$ cat config.mk
export PLATFORM = sky130hd
export DESIGN_NAME = ilid_cell
export DESIGN_NICKNAME = d
export VERILOG_FILES = /design/src/design/ilid_pkg.sv /design/src/design/ilid_cell.sv
export SDC_FILE = /design/constraint.sdc
export NUM_CORES = 1
export LEC_CHECK = 0
export ABC_CLOCK_PERIOD_IN_PS = 2900
export BUFFER_PORTS_ARGS = -buffer_cell sky130_fd_sc_hd__clkbuf_2
export CAP_MARGIN = 25
export CORE_MARGIN = 3
export CORE_UTILIZATION = 37
export DETAILED_ROUTE_END_ITERATION = 6
export GPL_ROUTABILITY_DRIVEN = 0
export GPL_TIMING_DRIVEN = 1
export PLACE_DENSITY = 0.77
export SLEW_MARGIN = 20
export SYNTH_ARGS = -nofsm -noshare
export SYNTH_HDL_FRONTEND = slang
export SYNTH_SLANG_ARGS = --single-unit
$ cat constraint.sdc
create_clock -name clk_i -period 2.9 [get_ports clk_i]
set_clock_uncertainty 0.15 [all_clocks]
set_input_delay 0.58 -clock clk_i [delete_from_list [all_inputs] [get_ports clk_i]]
set_output_delay 0.58 -clock clk_i [all_outputs]
set_load 0.01 [all_outputs]
$ cat src/design/ilid_pkg.sv
package ilid_pkg;

  // list geometry
  localparam int CAPACITY = 64;
  localparam int IDX_W    = $clog2(CAPACITY);
  localparam int CNT_W    = $clog2(CAPACITY + 1);

  // fixed field widths
  localparam int OP_W     = 3;
  localparam int POS_W    = 16;
  localparam int DATA_W   = 32;
  localparam int STATUS_W = 2;
  localparam int LEN_W    = 7;

  localparam logic signed [DATA_W-1:0] RD_BAD = -32'sd1;

  typedef enum logic [OP_W-1:0] {
    OP_GET    = 3'd0,
    OP_HEAD   = 3'd1,
    OP_TAIL   = 3'd2,
    OP_INSERT = 3'd3,
    OP_DELETE = 3'd4
  } op_e;

  typedef enum logic [STATUS_W-1:0] {
    ST_DONE  = 2'd0,
    ST_RANGE = 2'd1,
    ST_FULL  = 2'd2
  } status_e;

  // command broadcast to every cell
  typedef struct packed {
    logic                     ins;
    logic                     del;
    logic                     rd;
    logic [IDX_W-1:0]         idx;
    logic signed [DATA_W-1:0] value;
  } cell_ctrl_t;

endpackage

$ cat src/design/ilid_cell.sv
module ilid_cell import ilid_pkg::*; (
  input  logic                     clk_i,
  input  logic [IDX_W-1:0]         cell_idx_i,
  input  cell_ctrl_t               ctrl_i,
  input  logic signed [DATA_W-1:0] left_i,
  input  logic signed [DATA_W-1:0] right_i,
  output logic signed [DATA_W-1:0] value_o,
  output logic signed [DATA_W-1:0] rd_o
);

  logic signed [DATA_W-1:0] value_q, value_d;

  // shift toward the tail on insert, toward the head on delete
  always_comb begin
    value_d = value_q;
    priority if (ctrl_i.ins && (cell_idx_i > ctrl_i.idx)) begin
      value_d = left_i;
    end else if (ctrl_i.ins && (cell_idx_i == ctrl_i.idx)) begin
      value_d = ctrl_i.value;
    end else if (ctrl_i.del && (cell_idx_i >= ctrl_i.idx)) begin
      value_d = right_i;
    end else begin
      // hold
      value_d = value_q;
    end
  end

  always_ff @(posedge clk_i) begin
    value_q <= value_d;
  end

  // drive the read bus only when addressed
  assign rd_o    = (ctrl_i.rd && (cell_idx_i == ctrl_i.idx)) ? value_q : '0;
  assign value_o = value_q;

endmodule

# --- After elaboration in Yosys (flattened, before gate mapping) ---
# Index checks and enable logic that the tools add are counted.
totals:
  ff_bits: 32
  inputBits: 112
  elab_cells: 13
op_classes:
  order_cmp: 2
  eq_ne: 1
  mux: 4
  n_reduce_logical: 5
ops:
  columns: ["op", "n"]
  rows:
  - ["2-to-1 mux 32 bit", 4]
  - ["== test 6 bit", 1]
  - [">= comparator 6 bit", 1]
  - ["> comparator 6 bit", 1]
  - ["logical AND 1 bit", 4]
  - ["nonzero test 3 bit", 1]

# --- Longest topological paths before layout ---
# Gate-level depths: netlist of run 1.
logic_depth:
  word_depth: 5
  mapped_depth: 7
  depth_no_buf: 6

# --- Worst setup path after synthesis of run 1 ---
# No wires, ideal clock.
synth_path:
  kind: "input to register"
  from: "input port ctrl_i[37] (netlist bit)"
  to: "register value_q[0] (netlist: value_o[0]), enable pin"
  setup_time_ns: 0.391
  arrival_time_ns: 2.289
  t_required_ns: 2.359
  slack_ns: 0.070
  path_stages: 6
  n_path_buf: 1
  path_cell_list: "inv_1 > ha_1 > nand4_1 > nor2_1 > clkbuf_1 > o22a_1"
synth_via:
  elab_chain_cells: 3
  elab_cells_between_ends: 7
  cone_classes: "order compare (2); eq/ne (1); reduce/logical (4)"
synth_lines:
  columns: ["element", "line", "text"]
  rows:
  - ["from (decl)", "ilid_cell.sv:4", "input cell_ctrl_t ctrl_i,"]
  - ["> comparator 6 bit (tied with other cells)", "ilid_cell.sv:16", "priority if (ctrl_i.ins && (cell_idx_i > ctrl_i.idx)) begin"]
  - ["logical AND 1 bit (on tied branches)", "ilid_cell.sv:16, ilid_cell.sv:18, ilid_cell.sv:20", null]
  - ["nonzero test 3 bit (no line) (*)", null, null]
  - ["to (signal assigned)", "ilid_cell.sv:29", "value_q <= value_d;"]
  - ["to (decl)", "ilid_cell.sv:11", "logic signed [DATA_W-1:0] value_q, value_d;"]
# Every way passes the cells marked *; elsewhere a longest branch is shown, timed or not.
# A chain may end at the register's enable or synchronous reset.

# --- Worst setup path after layout of run 1 ---
layout_path:
  from: "input port ctrl_i[37] (netlist bit)"
  to: "output port rd_o[7]"
layout_via:
  elab_chain_cells: 3
layout_lines:
  columns: ["element", "line", "text"]
  rows:
  - ["== test 6 bit", "ilid_cell.sv:33", "assign rd_o = (ctrl_i.rd && (cell_idx_i == ctrl_i.idx)) ? value_q : '0;"]
  - ["logical AND 1 bit", "ilid_cell.sv:33", null]
  - ["2-to-1 mux 32 bit", "ilid_cell.sv:33", null]
  - ["to (decl)", "ilid_cell.sv:8", "output logic signed [DATA_W-1:0] rd_o"]
# Every way passes these cells.

==> results of run 1 <==
-- metal layers --
layer,global-route usage (%),vias up
li1,-,986
met2,35.18,80
met1,17.86,937
met4,4.533,0
met5,0,-
met3,2.947,4
-- final cells by class --
cell class / count / area, µm²
Clock buffer: 5 / 68.82
Clock inverter: 3 / 42.54
Tap cell: 75 / 93.84
Multi-Input combinational cell: 116 / 1326
Fill cell: 536 / 2633
Sequential cell: 32 / 960.9
Timing Repair Buffer: 183 / 948.4
Inverter: 6 / 22.52
-- power by group --
part           internal [mW]  leakage (nW)  switching (mW)
combinational          0.229          1.67           0.180
clock                  0.254        0.0541           0.163
sequential             0.605         0.304          0.0385
-- how the worst max path moves through the flow --
stage | start | end | slack, ns | cells past startpoint
after detailed placement | ctrl_i[37] | value_o[31] | 0.24 | 8
after CTS | ctrl_i[37] | rd_o[7] | 0.31 | 8
final | ctrl_i[37] | rd_o[7] | 0.31 | 8
after global placement | ctrl_i[37] | value_o[31] | 0.28 | 8
after global routing | ctrl_i[37] | rd_o[7] | 0.16 | 8
after floorplan | ctrl_i[37] | value_o[0] | 0.07 | 6
-- layout by cell type (no fill, tap or decap), types with 2 or more instances in the layout --
| cell type | synthesis | layout |
|---|---|---|
| and3_1 | 32 | 32 |
| buf_4 | 3 | 7 |
| edfxtp_1 | 32 | 32 |
| clkbuf_8 | 0 | 5 |
| ha_1 | 6 | 6 |
| nand3_1 | 2 | 2 |
| mux2_4 | 60 | 60 |
| inv_1 | 6 | 6 |
| o21ai_0 | 2 | 2 |
| mux2_2 | 4 | 4 |
| clkbuf_2 | 0 | 175 |
-- metrics by stage --
step	area [µm²]	worst slack, ns	instances	power [mW]	hold WS (ns)
detailed placement	3352	0.2380	412	1.069	0.7340
global placement	3352	0.2790	412	1.054	0.7328
CTS	3463	0.3103	420	1.490	0.4381
floorplan	2386	0.06962	166	0.8694	0.6480
global route	3463	0.1570	420	1.545	0.4309
finish	3463	0.3138	420	1.470	0.4464
-- logic make-up after synthesis --
| kind of cell | Yosys count |
|---|---|
| muxes | 64 |
| and+or+nand+nor | 40 |
| DFF | 32 |
| buffers and inverters | 18 |
| AOI/OAI and AO/OA | 6 |
| adders and majority gates | 6 |
==> key figures, run 1 <==
Outcome
  • Outcome: finished, final reports clean

Clock tree
  • Hold buffer count at cts: 0
  • Post-CTS sizing: 0
  • CTS max path bufs: 2
  • Clk slew on worst S/H paths: 0.07 ns
  • Post-CTS Setup Bufs: 0
  • Sink Count: 32
  • Root buf cell: clkbuf_8
  • CTS Buf Count: 5
  • TritonCTS clock tree: yes
  • Htree depth: 2

Yosys
  • Syn Inst Count: 166
  • Ranking of synthesized cells by area: edfxtp_1 40%, mux2_4 38%, and3_1 8.4%, ha_1 3.1%, mux2_2 1.9%
  • Synthesis warning total: 0
  • Seq cells post-synth: 32
  • Synth area leader: edfxtp_1
  • Adder-Cell Fraction of Synth Area: 3.146%
  • Synth Net Count: 284
  • Ys async rst share: 0%
  • Largest family of logic cells by synthesized area: multiplexers
  • Synth cell types: 21
  • Xor/xnor share of the synthesized area: 0%
  • Most used flip-flop cell after synthesis: edfxtp_1
  • Post-synthesis mux area share: 39.64%
  • Mean area per synthesized cell: 14.37 µm²
  • Area fraction in compound gates after synthesis: 1.678%
  • Sequential area share after synthesis: 40.27%
  • Most instantiated cells after synthesis: 60 x mux2_4, 32 x and3_1, 32 x edfxtp_1
  • Post-synth EDFFs: 32
  • Syn Std Cell Area: 2386 µm²
  • Most common cell in the synthesized netlist: mux2_4
  • Post-synth top area share: 40.27%
  • Synth Area in Simple Gates: 11.01%

Placement
  • Final HPWL DP: 5545 µm
  • # port buffers: 175

Setup path
  • Critical path, cell by cell: clkbuf_2 -> inv_1 -> ha_1 -> nand4_1 -> nor2_2 -> buf_4 -> and3_1 -> clkbuf_2
  • Worst EP required: 2.17 ns
  • Slowest cell on the critical path: ha_1
  • Critical Path End Type: output port
  • CP Buf/Inv Count: 4
  • CP max FO: 19
  • CP top delay family: buffers and inverters
  • CP dominant cell by count: clkbuf_2
  • Critical path's largest stage delay: 0.33 ns
  • CP Launch Type: input pin
  • Critical path class: in2out
  • CP Data Arrival Time: 1.86 ns

Power and ir drop
  • Pwr Density: 424.4 nW/µm²
  • VDD IR max: 0.2654 mV
  • Leak pwr: 2.030 nW

Detailed routing
  • Metal2 WL: 3785 µm
  • Post-route ant nets: 0
  • DRT iter0 DRCs: 24
  • Wire per inst: 15.66 µm
  • Residual DRC: 0
  • Met3 wire length: 388 µm
  • First-pass DRT Iterations: 4
  • WL final: 6576 µm
  • Via Count: 2007
  • M1 WL: 2333 µm
  • Top Metal Used: met4
  • Routed vias/inst: 4.779

Floorplanning
  • Die Y: 86.31 µm
  • Die X: 86.31 µm
  • Die Area: 7449 µm²
  • Io pins: 176
  • Placement row count: 28
  • Core Region: 6096 µm²
  • Initial Utilization: 39.14%

Timing
  • Period utilization: 89.18%
  • F_max: 0.3867 GHz
  • Slew headroom: 65.83%
  • Setup violators final: 0
  • Setup tns final: 0 ns
  • Max-slew violations: 0
  • RSZ-0062 raised after global routing: no
  • Final Critical Period: 2.586 ns
  • Final-report hold violation count: 0
  • Worst slew pin tran: 0.5126 ns

Cells and area
  • Ant diodes: 0
  • Core Util, Final: 56.81%
  • Layout cells sized above 1: 75.07%
  • P&R area growth vs syn: 45.15%
  • Max reg flops: 32
  • Final nets: 462

Worst hold path
  • Hold Crit Start: left_i[21]
  • Tightest Hold Check Type: in2reg
  • Hold EP: value_o[21]
  • WHS Path Cells: 2

GRT
  • GRT Total Usage: 17.27%
  • Overflow left after global routing: 0
  • First-pass GRT wire length: 10080 µm
  • Initial antenna violation count: 0
  • Largest net degree at the start of global routing: 33
  • Vias in the first global route: 2057

Flow run
  • Max Cap Viol: 0
(Power assumes the default switching activity.)
==> run 2, diff against run 1 <==
CORE_ASPECT_RATIO = 1.1   (was not set)
==> run 2 against run 1 <==
Effect of this change: first-iteration DRC count is 100% higher; power is 0.30% lower; count of clock-buffer cells in the layout stayed put; highest routed layer unchanged.
==> key figures, run 2 (synthesis gave the netlist of run 1 again) <==
Timing
  • Setup tns final: 0 ns (unchanged)
  • Setup violators final: 0 (unchanged)
  • Final setup margin: 0.3521 ns (+0.03827 ns)
  • Worst slew pin tran: 0.4643 ns (-0.04828 ns)
  • Max-slew violations: 0 (unchanged)
  • RSZ-0062 raised after global routing: no
  • Final Critical Period: 2.548 ns (-0.03827 ns)
  • Slew headroom: 69.05% (+3.2 points)
  • Hold WS: 0.4498 ns (+0.003434 ns)
  • F_max: 0.3925 GHz (+1.5%)
  • Final-report hold violation count: 0 (unchanged)
  • Period utilization: 87.86% (-1.3 points)

GRT
  • Grt peak-use layer: met2
  • Initial antenna violation count: 0 (unchanged)
  • First-pass GRT wire length: 9404 µm (-6.7%)
  • Met3 Usage GRT: 3.206% (+0.26 points)
  • Largest net degree at the start of global routing: 34 (+3.0%)
  • GRT Total Usage: 16.41% (-0.86 points)
  • Overflow left after global routing: 0 (unchanged)
  • Grt met2 use: 30.82% (-4.4 points)
  • Vias in the first global route: 1998 (-2.9%)
  • Met1 Track Usage GR: 17.11% (-0.74 points)

Floorplanning
  • Core Region: 6193 µm² (+1.6%)
  • Initial Utilization: 38.53% (-0.62 points)
  • Placement row count: 30 (+7.1%)
  • Die Y: 90.23 µm (+4.5%)
  • Die X: 82.57 µm (-4.3%)
  • Die Area: 7449 µm² (about the same)
  • Io pins: 176 (unchanged)

Setup path
  • CP max FO: 33 (+14)
  • CP Data Arrival Time: 1.82 ns (-0.04 ns)
  • Critical path's largest stage delay: 0.32 ns (about the same)
  • Critical Path End Type: output port
  • Worst EP required: 2.17 ns (about the same)
  • Slowest cell on the critical path: ha_1
  • CP dominant cell by count: clkbuf_2
  • Critical path class: in2out
  • Critical path, cell by cell: clkbuf_2 -> inv_1 -> ha_1 -> nand4_1 -> nor2_2 -> buf_12 -> and3_1 -> clkbuf_2
  • CP Launch Type: input pin

Clock tree
  • Post-CTS sizing: 0 (unchanged)
  • TritonCTS clock tree: yes
  • CTS max path bufs: 2 (unchanged)
  • CTS Buf Count: 5 (unchanged)
  • Root buf cell: clkbuf_8
  • Clk slew on worst S/H paths: 0.07 ns (about the same)
  • Post-CTS Setup Bufs: 0 (unchanged)
  • Sink Count: 32 (unchanged)
  • Htree depth: 2 (unchanged)
  • Hold buffer count at cts: 0 (unchanged)

Cells and area
  • P&R area growth vs syn: 46.15%
  • Final nets: 461 (-0.22%)
  • Core Util, Final: 56.30% (-0.51 points)
  • Max reg flops: 32 (unchanged)
  • Multi-input logic area: 1326 µm² (unchanged)
  • FF+latch area: 960.9 µm² (unchanged)
  • Commonest non-fill, non-tap cell in the layout: clkbuf_2
  • Ant diodes: 0 (unchanged)
  • Most frequent cells in the layout: 175 x clkbuf_2, 60 x mux2_4, 32 x and3_1, 32 x edfxtp_1
  • Layout cells sized above 1: 75.00% (about the same)
  • Filler cell count: 533 (-0.56%)

Flow run
  • Max Cap Viol: 0 (unchanged)

Power and ir drop
  • Total chip power: 1.465 mW (-0.30%)
  • Net Switching: 0.3738 mW (-2.0%)
  • Sequential Power Share: 44.0% (+0.2 points)
  • Clock Power Share: 28.2% (about the same)
  • Pwr Density: 420.3 nW/µm² (-0.97%)
  • Comb pwr share: 27.8% (about the same)
  • Internal power: 1.092 mW (+0.30%)
  • Leak pwr: 2.033 nW (+0.15%)
  • VDD IR max: 0.1990 mV (-25%)
  • Sw Share: 25.50% (-0.44 points)

Placement
  • Final HPWL DP: 5249 µm (-5.3%)
  • Pre-CTS setup slack: 0.2508 ns (+0.01276 ns)
  • # port buffers: 175 (unchanged)

Detailed routing
  • Routed vias/inst: 4.781 (about the same)
  • Wire per inst: 14.64 µm (-6.5%)
  • First-pass DRT Iterations: 5 (+1)
  • Via Count: 2027 (+1.0%)
  • Post-route ant nets: 0 (unchanged)
  • Residual DRC: 0 (unchanged)
  • DRT iter0 DRCs: 49 (+100%)
  • WL final: 6209 µm (-5.6%)

Worst hold path
  • Tightest Hold Check Type: in2reg

Outcome
  • Outcome: finished, final reports clean
-- run 2: cell count changes in the layout (fill, tap and decap cells not counted) --
cell	delta
buf_12	+2
buf_4	-3
-- run 2: power groups by stage --
| stage | clock [mW] | sequential [mW] | combinational (mW) |
|---|---|---|---|
| after floorplan | 0 | 0.683 | 0.186 |
| after global placement | 0 | 0.653 | 0.403 |
| after detailed placement | 0 | 0.656 | 0.412 |
| after CTS | 0.428 | 0.646 | 0.413 |
| after global routing | 0.451 | 0.654 | 0.441 |
| final | 0.413 | 0.645 | 0.408 |
-- run 2: path summary, 6_finish.rpt --
kind | cells past startpoint | slack (ns) | startpoint | endpoint
hold / removal | 2 | 0.45 | left_i[24] | value_o[24]
setup / recovery | 8 | 0.35 | ctrl_i[37] | rd_o[1]
-- run 2: critical path, delay by kind of cell --
kind	cells	cell delay, ns
fa+ha+maj	1	0.32
buf+inv	4	0.43
simple gates	3	0.47
-- run 2: cell type report --
cell class / count / area share, %
well taps: 80 / 2.870
repair buffers: 182 / 27.70
clock inverters: 3 / 1.220
multi-input cells: 116 / 38.03
flip-flops and latches: 32 / 27.56
inverters: 6 / 0.6459
clock buffers: 5 / 1.973
-- run 2: metrics by stage --
stage                     instance area, µm²  cells
final                                   3487    424
after global routing                    3487    424
after CTS                               3487    424
after detailed placement                3376    416
after global placement                  3376    416
after floorplan                         2386    166
-- run 2: metal layers --
metal	routed length [µm]	part of all wire (%)
met5	0	0
met4	144	2.3
met3	395	6.4
met2	3484	56
met1	2185	35
